--- src/hdl/dvrs_pkg.sv ---
// Shared constants, types and conversion functions for the decimal record serializer.
`default_nettype none

package dvrs_pkg;

	// Number format: at most this many decimal digits per field
	localparam int MAX_DIGITS  = 6;
	// Longest record kept; bytes past this are dropped
	localparam int MAX_RESULTS = 24;
	// Numeric fields per report: board id, sensor id, reading
	localparam int NUM_FIELDS  = 3;

	// 10^n, evaluated at elaboration
	function automatic int unsigned pow10(input int n);
		int unsigned r;
		r = 1;
		for (int k = 0; k < n; k++) begin
			r = r * 10;
		end
		return r;
	endfunction

	localparam int unsigned DIGIT_LIMIT = pow10(MAX_DIGITS);
	// Binary width that holds any printable value
	localparam int BIN_W     = $clog2(DIGIT_LIMIT);
	// Double-dabble is split over this many pipeline stages
	localparam int DD_STAGES = 4;
	localparam int STEP_BITS = (BIN_W + DD_STAGES - 1) / DD_STAGES;
	localparam int PAD_W     = DD_STAGES * STEP_BITS;
	localparam int BCD_W     = 4 * MAX_DIGITS;
	localparam int DIG_W     = (MAX_DIGITS > 1) ? $clog2(MAX_DIGITS) : 1;
	localparam int NDIG_W    = $clog2(MAX_DIGITS + 1);
	localparam int CNT_W     = $clog2(MAX_RESULTS);

	// ASCII codes
	localparam logic [7:0] CH_V     = 8'h56;
	localparam logic [7:0] CH_COMMA = 8'h2C;
	localparam logic [7:0] CH_CR    = 8'h0D;
	localparam logic [7:0] CH_LF    = 8'h0A;
	localparam logic [7:0] CH_ZERO  = 8'h30;

	// One sensor report
	typedef struct packed {
		logic signed [15:0] board_id;
		logic signed [15:0] sensor_id;
		logic signed [31:0] reading;
	} report_t;

	// One record byte
	typedef struct packed {
		logic [7:0] char_code;
		logic       last_byte;
	} text_t;

	typedef logic [MAX_DIGITS-1:0][3:0] bcd_t;

	// Double-dabble working pair: remaining binary bits and BCD accumulator
	typedef struct packed {
		logic [PAD_W-1:0] bin;
		logic [BCD_W-1:0] bcd;
	} dd_t;

	// Conversion pipeline stage contents
	typedef struct packed {
		logic [NUM_FIELDS-1:0] inr;
		dd_t  [NUM_FIELDS-1:0] dd;
	} conv_t;

	// Finished record fields, ready for the byte sequencer
	typedef struct packed {
		bcd_t [NUM_FIELDS-1:0]             bcd;
		logic [NUM_FIELDS-1:0][NDIG_W-1:0] ndig;
	} rec_t;

	// STEP_BITS shift-and-add-3 steps of double-dabble
	function automatic dd_t dd_chunk(input dd_t x);
		dd_t r;
		r = x;
		for (int s = 0; s < STEP_BITS; s++) begin
			for (int d = 0; d < MAX_DIGITS; d++) begin
				if (r.bcd[4*d +: 4] >= 4'd5) begin
					r.bcd[4*d +: 4] = r.bcd[4*d +: 4] + 4'd3;
				end
			end
			r.bcd = {r.bcd[BCD_W-2:0], r.bin[PAD_W-1]};
			r.bin = {r.bin[PAD_W-2:0], 1'b0};
		end
		return r;
	endfunction

	// Printed digit count: zero when out of range, at least one otherwise
	function automatic logic [NDIG_W-1:0] ndig_of(input bcd_t b, input logic inr);
		logic [NDIG_W-1:0] n;
		n = inr ? NDIG_W'(1) : '0;
		for (int d = 1; d < MAX_DIGITS; d++) begin
			if (inr && (b[d] != 4'd0)) begin
				n = NDIG_W'(d + 1);
			end
		end
		return n;
	endfunction

	// Every nibble is a decimal digit
	function automatic logic bcd_ok(input bcd_t b);
		logic ok;
		ok = 1'b1;
		for (int d = 0; d < MAX_DIGITS; d++) begin
			if (b[d] > 4'd9) begin
				ok = 1'b0;
			end
		end
		return ok;
	endfunction

endpackage

`default_nettype wire

--- src/hdl/decimal_value_record_serializer.sv ---
// Sensor report to ASCII decimal record serializer: conversion pipeline and byte sequencer.
//
// Usage:
//   report channel (report_valid/report_ready/report) takes one sensor report:
//   board id, sensor id, reading. text channel (text_valid/text_ready/text)
//   sends the record one byte per transfer: 'V' ',' board ',' sensor ','
//   reading CR LF, last_byte set on the LF. A field outside 0..999999 sends
//   no digits but keeps its separators; numbers have no leading zeros.
// Path: the first byte reaches text through the input register, four
//   double-dabble stages, the digit-count stage and the sequencer's record
//   register, then the sequencer loads the output register.
// Throughput: one byte per cycle on text while text_ready is high; a record
//   is 6 to 22 bytes, 6 plus its printed digit count (16-bit ids print at
//   most five digits). The byte sequencer sets the rate: it takes the next
//   record in the cycle it sends the last byte of the current one, while up
//   to six more reports wait in the conversion stages.
// Reset: arst_n clears all valid bits and the sequencer; no item is in
//   flight afterwards.
// Stall: when text_ready is low the output register holds its byte, the
//   sequencer waits, and the conversion stages fill up and then drop
//   report_ready; nothing is lost or repeated.
`default_nettype none

module decimal_value_record_serializer (
	input  wire              clk,
	input  wire              arst_n,
	input  wire              report_valid,
	output logic             report_ready,
	input  wire dvrs_pkg::report_t report,
	output logic             text_valid,
	input  wire              text_ready,
	output dvrs_pkg::text_t  text
);

	// Sequencer phase codes
	localparam logic [3:0] PH_V  = 4'd0;
	localparam logic [3:0] PH_C0 = 4'd1;
	localparam logic [3:0] PH_N0 = 4'd2;
	localparam logic [3:0] PH_C1 = 4'd3;
	localparam logic [3:0] PH_N1 = 4'd4;
	localparam logic [3:0] PH_C2 = 4'd5;
	localparam logic [3:0] PH_N2 = 4'd6;
	localparam logic [3:0] PH_CR = 4'd7;
	localparam logic [3:0] PH_LF = 4'd8;

	localparam logic [31:0] LIMIT32 = 32'(dvrs_pkg::DIGIT_LIMIT);

	// Pipeline registers
	dvrs_pkg::conv_t pl_s1, pl_s2, pl_s3, pl_s4, pl_s5;
	dvrs_pkg::rec_t  pl_s6;
	logic v_s1, v_s2, v_s3, v_s4, v_s5, v_s6;
	logic load_s1, load_s2, load_s3, load_s4, load_s5, load_s6;

	// Next-stage values
	dvrs_pkg::conv_t in_conv, nx_s2, nx_s3, nx_s4, nx_s5;
	dvrs_pkg::rec_t  nx_s6;

	// Sequencer and output register
	dvrs_pkg::rec_t          rec_q;
	logic                    ser_busy_q;
	logic [3:0]              phase_q;
	logic [dvrs_pkg::DIG_W-1:0] dig_q;
	logic [dvrs_pkg::CNT_W-1:0] cnt_q;
	logic                    out_valid_q;
	dvrs_pkg::text_t         out_q;

	logic                    out_load;
	logic                    is_last;
	logic                    ser_take;
	logic [7:0]              ch_d;
	logic [3:0]              phase_d;
	logic [dvrs_pkg::DIG_W-1:0] dig_d;

	// Stall chain: a stage loads when empty or when its content moves on
	assign out_load  = ser_busy_q && (!out_valid_q || text_ready);
	assign is_last   = (phase_q == PH_LF) || (cnt_q == dvrs_pkg::CNT_W'(dvrs_pkg::MAX_RESULTS - 1));
	assign ser_take  = !ser_busy_q || (out_load && is_last);
	assign load_s6   = !v_s6 || ser_take;
	assign load_s5   = !v_s5 || load_s6;
	assign load_s4   = !v_s4 || load_s5;
	assign load_s3   = !v_s3 || load_s4;
	assign load_s2   = !v_s2 || load_s3;
	assign load_s1   = !v_s1 || load_s2;
	assign report_ready = load_s1;

	// Range check and binary setup for the input register
	always_comb begin
		in_conv = '0;
		in_conv.inr[0] = !report.board_id[15]
			&& ({16'b0, report.board_id} < LIMIT32);
		in_conv.inr[1] = !report.sensor_id[15]
			&& ({16'b0, report.sensor_id} < LIMIT32);
		in_conv.inr[2] = !report.reading[31] && (report.reading < LIMIT32);
		in_conv.dd[0].bin = in_conv.inr[0] ?
			dvrs_pkg::PAD_W'({16'b0, report.board_id}) : '0;
		in_conv.dd[1].bin = in_conv.inr[1] ?
			dvrs_pkg::PAD_W'({16'b0, report.sensor_id}) : '0;
		in_conv.dd[2].bin = in_conv.inr[2] ?
			dvrs_pkg::PAD_W'(report.reading) : '0;
	end

	// Double-dabble chunks, one per stage
	always_comb begin
		nx_s2 = pl_s1;
		nx_s3 = pl_s2;
		nx_s4 = pl_s3;
		nx_s5 = pl_s4;
		for (int f = 0; f < dvrs_pkg::NUM_FIELDS; f++) begin
			nx_s2.dd[f] = dvrs_pkg::dd_chunk(pl_s1.dd[f]);
			nx_s3.dd[f] = dvrs_pkg::dd_chunk(pl_s2.dd[f]);
			nx_s4.dd[f] = dvrs_pkg::dd_chunk(pl_s3.dd[f]);
			nx_s5.dd[f] = dvrs_pkg::dd_chunk(pl_s4.dd[f]);
		end
	end

	// Digit counts for the finished conversions
	always_comb begin
		for (int f = 0; f < dvrs_pkg::NUM_FIELDS; f++) begin
			nx_s6.bcd[f]  = dvrs_pkg::bcd_t'(pl_s5.dd[f].bcd);
			nx_s6.ndig[f] = dvrs_pkg::ndig_of(dvrs_pkg::bcd_t'(pl_s5.dd[f].bcd),
				pl_s5.inr[f]);
		end
	end

	// Pipeline valid bits
	always_ff @(posedge clk or negedge arst_n) begin
		if (!arst_n) begin
			v_s1 <= 1'b0;
			v_s2 <= 1'b0;
			v_s3 <= 1'b0;
			v_s4 <= 1'b0;
			v_s5 <= 1'b0;
			v_s6 <= 1'b0;
		end else begin
			if (load_s1) v_s1 <= report_valid;
			if (load_s2) v_s2 <= v_s1;
			if (load_s3) v_s3 <= v_s2;
			if (load_s4) v_s4 <= v_s3;
			if (load_s5) v_s5 <= v_s4;
			if (load_s6) v_s6 <= v_s5;
		end
	end

	// Pipeline payload
	always_ff @(posedge clk) begin
		if (load_s1) pl_s1 <= in_conv;
		if (load_s2) pl_s2 <= nx_s2;
		if (load_s3) pl_s3 <= nx_s3;
		if (load_s4) pl_s4 <= nx_s4;
		if (load_s5) pl_s5 <= nx_s5;
		if (load_s6) pl_s6 <= nx_s6;
	end

	// Byte selection and next phase
	always_comb begin
		ch_d    = CH_V_F();
		phase_d = phase_q;
		dig_d   = dig_q;
		case (phase_q)
			PH_V: begin
				ch_d    = dvrs_pkg::CH_V;
				phase_d = PH_C0;
			end
			PH_C0: begin
				ch_d = dvrs_pkg::CH_COMMA;
				if (rec_q.ndig[0] != '0) begin
					phase_d = PH_N0;
					dig_d   = dvrs_pkg::DIG_W'(rec_q.ndig[0] - 1'b1);
				end else begin
					phase_d = PH_C1;
				end
			end
			PH_N0: begin
				ch_d = dvrs_pkg::CH_ZERO + {4'b0, rec_q.bcd[0][dig_q]};
				if (dig_q == '0) phase_d = PH_C1;
				else dig_d = dig_q - 1'b1;
			end
			PH_C1: begin
				ch_d = dvrs_pkg::CH_COMMA;
				if (rec_q.ndig[1] != '0) begin
					phase_d = PH_N1;
					dig_d   = dvrs_pkg::DIG_W'(rec_q.ndig[1] - 1'b1);
				end else begin
					phase_d = PH_C2;
				end
			end
			PH_N1: begin
				ch_d = dvrs_pkg::CH_ZERO + {4'b0, rec_q.bcd[1][dig_q]};
				if (dig_q == '0) phase_d = PH_C2;
				else dig_d = dig_q - 1'b1;
			end
			PH_C2: begin
				ch_d = dvrs_pkg::CH_COMMA;
				if (rec_q.ndig[2] != '0) begin
					phase_d = PH_N2;
					dig_d   = dvrs_pkg::DIG_W'(rec_q.ndig[2] - 1'b1);
				end else begin
					phase_d = PH_CR;
				end
			end
			PH_N2: begin
				ch_d = dvrs_pkg::CH_ZERO + {4'b0, rec_q.bcd[2][dig_q]};
				if (dig_q == '0) phase_d = PH_CR;
				else dig_d = dig_q - 1'b1;
			end
			PH_CR: begin
				ch_d    = dvrs_pkg::CH_CR;
				phase_d = PH_LF;
			end
			PH_LF: begin
				ch_d    = dvrs_pkg::CH_LF;
				phase_d = PH_LF;
			end
			default: begin
				ch_d    = dvrs_pkg::CH_LF;
				phase_d = PH_LF;
			end
		endcase
	end

	// Sequencer control
	always_ff @(posedge clk or negedge arst_n) begin
		if (!arst_n) begin
			ser_busy_q <= 1'b0;
			phase_q    <= PH_V;
			dig_q      <= '0;
			cnt_q      <= '0;
		end else if (ser_take) begin
			ser_busy_q <= v_s6;
			phase_q    <= PH_V;
			dig_q      <= '0;
			cnt_q      <= '0;
		end else if (out_load) begin
			phase_q <= phase_d;
			dig_q   <= dig_d;
			cnt_q   <= cnt_q + 1'b1;
		end
	end

	// Record held while its bytes go out
	always_ff @(posedge clk) begin
		if (ser_take && v_s6) rec_q <= pl_s6;
	end

	// Output register
	always_ff @(posedge clk or negedge arst_n) begin
		if (!arst_n) begin
			out_valid_q <= 1'b0;
		end else if (out_load) begin
			out_valid_q <= 1'b1;
		end else if (text_ready) begin
			out_valid_q <= 1'b0;
		end
	end

	always_ff @(posedge clk) begin
		if (out_load) begin
			out_q.char_code <= ch_d;
			out_q.last_byte <= is_last;
		end
	end

	assign text_valid = out_valid_q;
	assign text       = out_q;

	// Default byte before the phase decode
	function automatic logic [7:0] CH_V_F();
		return dvrs_pkg::CH_V;
	endfunction

	// A record starts at byte zero
	a_start_at_zero: assert property (@(posedge clk) disable iff (!arst_n)
		out_load && (phase_q == PH_V) |-> cnt_q == '0)
		else $error("record start byte sent at nonzero count");

	// Byte count stays within the record limit
	a_cnt_bound: assert property (@(posedge clk) disable iff (!arst_n)
		ser_busy_q |-> cnt_q <= dvrs_pkg::CNT_W'(dvrs_pkg::MAX_RESULTS - 1))
		else $error("record byte count overran");

	// Conversion has consumed every binary bit by the last dabble stage
	a_dd_done: assert property (@(posedge clk) disable iff (!arst_n)
		v_s5 |-> (pl_s5.dd[0].bin == '0) && (pl_s5.dd[1].bin == '0)
			&& (pl_s5.dd[2].bin == '0))
		else $error("binary bits left after conversion");

	// Converted digits are decimal
	a_bcd_ok: assert property (@(posedge clk) disable iff (!arst_n)
		v_s6 |-> dvrs_pkg::bcd_ok(pl_s6.bcd[0]) && dvrs_pkg::bcd_ok(pl_s6.bcd[1])
			&& dvrs_pkg::bcd_ok(pl_s6.bcd[2]))
		else $error("non-decimal digit after conversion");

	// A stalled stage keeps its item
	a_s5_hold: assert property (@(posedge clk) disable iff (!arst_n)
		v_s5 && !load_s6 |=> v_s5 && $stable(pl_s5))
		else $error("stalled conversion stage lost its item");

endmodule

`default_nettype wire
--- config.mk ---
export PLATFORM = sky130hd
export DESIGN_NAME = decimal_value_record_serializer
export DESIGN_NICKNAME = d
export VERILOG_FILES = /design/src/hdl/dvrs_pkg.sv /design/src/hdl/decimal_value_record_serializer.sv
export SDC_FILE = /design/constraint.sdc
export NUM_CORES = 1
export LEC_CHECK = 0
export ABC_CLOCK_PERIOD_IN_PS = 5230
export BUFFER_PORTS_ARGS = -buffer_cell sky130_fd_sc_hd__buf_2
export CELL_PAD_IN_SITES_DETAIL_PLACEMENT = 0
export CELL_PAD_IN_SITES_GLOBAL_PLACEMENT = 1
export CORE_ASPECT_RATIO = 0.75
export CORE_MARGIN = 10
export CORE_UTILIZATION = 51
export CTS_CLUSTER_SIZE = 10
export DETAILED_ROUTE_END_ITERATION = 12
export PLACE_DENSITY = 0.8
export RECOVER_POWER = 50
export SLEW_MARGIN = 20
export SYNTH_ARGS = -nofsm -noshare
export SYNTH_HDL_FRONTEND = slang
export SYNTH_SLANG_ARGS = --single-unit
--- constraint.sdc ---
create_clock -name clk -period 5.23 [get_ports clk]
set_clock_uncertainty 0.2 [all_clocks]
set_input_delay 0.523 -clock clk [delete_from_list [all_inputs] [get_ports clk]]
set_output_delay 0.523 -clock clk [all_outputs]
set_load 0.005 [all_outputs]
==> impl_results.md <==
- Max FO, Critical Path: 7
- # DRC: 0
- Async SR Flop Fraction: 0.0432
- Switch Pwr: 0.00832 W
- Register area: between 0.01 and 0.015 sq mm
- Crit-path cells: ha_1 -> nand2b_1 -> a21oi_2 -> mux2_2 -> a21oi_1 -> xnor2_1 -> nand2b_1 -> ha_1 -> a21oi_1 -> xnor2_1 -> inv_1 -> ha_1 -> or4b_1 -> and3_1 -> o31a_1 -> mux2_1
- Post-place setup slack: 0.379 ns
- Placer Congestion: a little over 0.8
- Drt total wl: 55000 um
- Max incr delay on CP: approximately 0.45 ns
- Final Setup Violations: 0
- GRT overflow: 0
- Syn Area/Cell: 10.5 sq um
- Post-route insts no fill: 3522
- Core area: 0.0543 sq mm
- Pint: roughly 0.012 W
- Yosys warning count: 0
- Hold depth: 2
- Most frequent cells in the layout: 443 x edfxtp_1, 203 x nor2_1, 198 x nand2_1
- Mapped Area: around 0.028 sq mm
- Failing checks: max-capacitance violations, max-slew violations
- Via density: roughly 5.7
- Synth unique cells: 105
- Startpoint types: register
- WS Path Type: reg -> reg
- Commonest non-fill, non-tap cell in the layout: edfxtp_1
- Root buffer cell: clkbuf_16
- Critical Path RT: ~5.4 ns
- Sink Count: approximately 460
- Tot GR Track Use: 0.164
- Tightest slew margin relative to the limit: -0.0277
- Most used cell along the critical path: ha_1
- CTS H-tree depth: 2
- Util after Layout: 0.574
- Syn Nets: 2832
- Rows: 74
- Synthesized instance count: about 2.7k
- Worst reg2reg path depth: 16
- Worst r2r src: pl_s4[52]
- Register area share after synthesis: 0.495
- Comb pwr share: 0.541
- FF+latch count, synth: about 460
- Initial DRC Count: ~1.5k
- Largest net degree at the start of global routing: 50
- Pins Over Slew Limit: 23
- Finished Cell Area: approximately 0.031 sq mm
- RSZ-0062 raised after global routing: false
- Clk slew on worst S/H paths: ~0.06 ns
- Hold Fails Final Rpt: 0
- Placed inst area: slightly below 0.03 sq mm
- Post-DP HPWL: 39100 um
- Initial Util: 0.514
- Hold path start: report[44]
- First-pass GRT wire length: between 90000 and 100000 um
- Worst min path class: in -> reg
- Final period util: 0.923
- Post-synth EDFFs: approximately 440
- Routed len/inst: between 15 and 20 um
- Pwr Density: roughly 650 mW/mm^2
- Placed Cells: between 3k and 4k
- Worst IR drop on VDD: between 0.0003 and 0.0004 V
- F_max: between 200 and 250 MHz
- Area grow syn2layout: 11.6%
- Die width: between 200 and 300 um
- Post-CTS setup buffers: 0
- Fill count: 4578
- Critical path's slowest cell: edfxtp_1
- Net Sw Frac: 0.409
- Area of the multi-input gates: roughly 0.013 sq mm
- Worst R2R End: nx_s6[48]
- Minimum clock period: a little under 5 ns
- Min-Delay Endpoint: nx_s2[85]
- Fraction of layout cells with a size suffix above 1: 0.0986
- Routed Antenna Nets: 0
- Nets: 2946
- Die Area: approximately 0.065 sq mm
- Inserted Clock Buffers: 54
- WP data arrival: 4.99 ns
- Setup ws final: between 0.4 and 0.5 ns
- Initial antenna violation count: 0
- Max-Cap Viols: 1
- Vias in the first global route: 19.0k
- Drt pass-1 iters: 6
- Antenna Cells: 0
- Die Span Y: between 200 and 250 um
- Top FF cell, synth: edfxtp_1
- Clk pwr share: 0.172
- Worst skew pair latency: roughly 0.62 ns
- Port buffer count: 77
- Flop pwr share: 0.287
- Status: finished, violations left
- Worst-Margin Slew: approximately 1.5 ns
- Setup_tns: 0 ns
- CTS tree: yes
- CP Capture Type: register
- CTS max path bufs: 3
- Via count: roughly 20k
- # IOs: between 70 and 80
- Static Leak: between 10 and 15 nW
- FF-to-FF setup slack: between 0.4 and 0.5 ns
through the flow:
stage / hold slack [ns] / total power [W]
after global placement: 0.202 / 0.0163
after floorplan: 0.0274 / 0.0147
final: 0.0227 / 0.0203
after CTS: 0.00267 / 0.0204
after detailed placement: 0.205 / 0.0168
after global routing: 0.0100 / 0.0222
area by class of cell:
cell class	count	share of cell area
Sequential cell	463	0.444
Clock buffer	78	0.0466
Tap cell	722	0.0290
Multi-Input combinational cell	1955	0.424
Clock inverter	9	0.00515
Inverter	147	0.0179
Timing Repair Buffer	148	0.0335
routing by layer:
layer | part of all wire | wire length (um) | global-route usage | up-vias
li1 | - | - | - | 10200
met1 | 0.49 | 27000 | 0.230 | 9585
met2 | 0.45 | 24500 | 0.260 | 392
met3 | 0.049 | 2670 | 0.0308 | 56
met4 | 0.015 | 847 | 0.0404 | 0
met5 | 0 | 0 | 0 | -
power by group through the flow:
stage                     registers (W)  logic (W)  clock network (W)
after detailed placement        0.00590     0.0109                  0
after global placement          0.00587     0.0104                  0
after global routing            0.00590     0.0125            0.00375
after CTS                       0.00583     0.0110            0.00360
after floorplan                 0.00567    0.00904                  0
final                           0.00583     0.0110            0.00350
critical path: cells and delay by family (launching register included):
family,cells,cell delay [ns]
adder cells (fa/ha/maj),3,0.77
multiplexers,2,0.74
buffers and inverters,1,0.11
AO/OA/AOI/OAI,4,0.97
AND/OR/NAND/NOR,4,0.99
XOR/XNOR,2,0.33
flip-flops,1,0.45
cells in the mapped netlist (all sizes together) (33+ instances only):
cell	n	area share
a211oi	41	0.011
a21o	34	0.0092
a21oi	205	0.039
a31oi	41	0.010
and2	52	0.012
clkbuf	75	0.010
edfxtp	443	0.48
ha	109	0.049
inv	146	0.020
mux2	33	0.013
mux2i	74	0.027
nand2	199	0.027
nand2b	59	0.013
nand3	39	0.0070
nor2	204	0.028
nor2b	63	0.014
nor3	67	0.012
o21ai	204	0.037
xnor2	87	0.030
sequential cells by signal, summed over array words and instances, names as in the netlist, 3 cells and up:
signal and count:
rec_q 71, pl_s1 4, nx_s2 49, nx_s5 6, pl_s4 57, nx_s6 62, phase_q 4, cnt_q 5
pl_s3 37, text 8, pl_s6 71, dig_q 3, pl_s5 3, nx_s4 21, pl_s2 18, nx_s3 36
worst max-delay path by stage:
stage	startpoint	to	slack [ns]
final	pl_s4[52]	nx_s6[48]	0.40
after global routing	pl_s4[100]	nx_s6[79]	0.02
after CTS	pl_s3[0]	pl_s4[10]	0.34
after detailed placement	pl_s3[0]	pl_s4[9]	0.38
after global placement	pl_s3[0]	pl_s4[10]	0.58
after floorplan	pl_s4[52]	nx_s6[48]	0.83
timing repair:
action | in CTS | in global routing
hold endpoints to repair | 65 | 0
hold buffers | 46 | 0
setup endpoints to repair | 0 | 5
resized for setup | 0 | 4
cells by family (layout without fill, tap and decap cells):
group | count (synthesis) | in the layout | synth area share
buf+inv | 237 | 382 | 0.0331
simple gates | 805 | 805 | 0.144
other cells | 1 | 1 | 0.000134
flops | 463 | 463 | 0.495
compound gates | 807 | 807 | 0.191
fa+ha+maj | 114 | 114 | 0.0507
xor+xnor | 110 | 110 | 0.0372
mux | 118 | 118 | 0.0490
No activity file was read; power rests on OpenSTA's default activity.
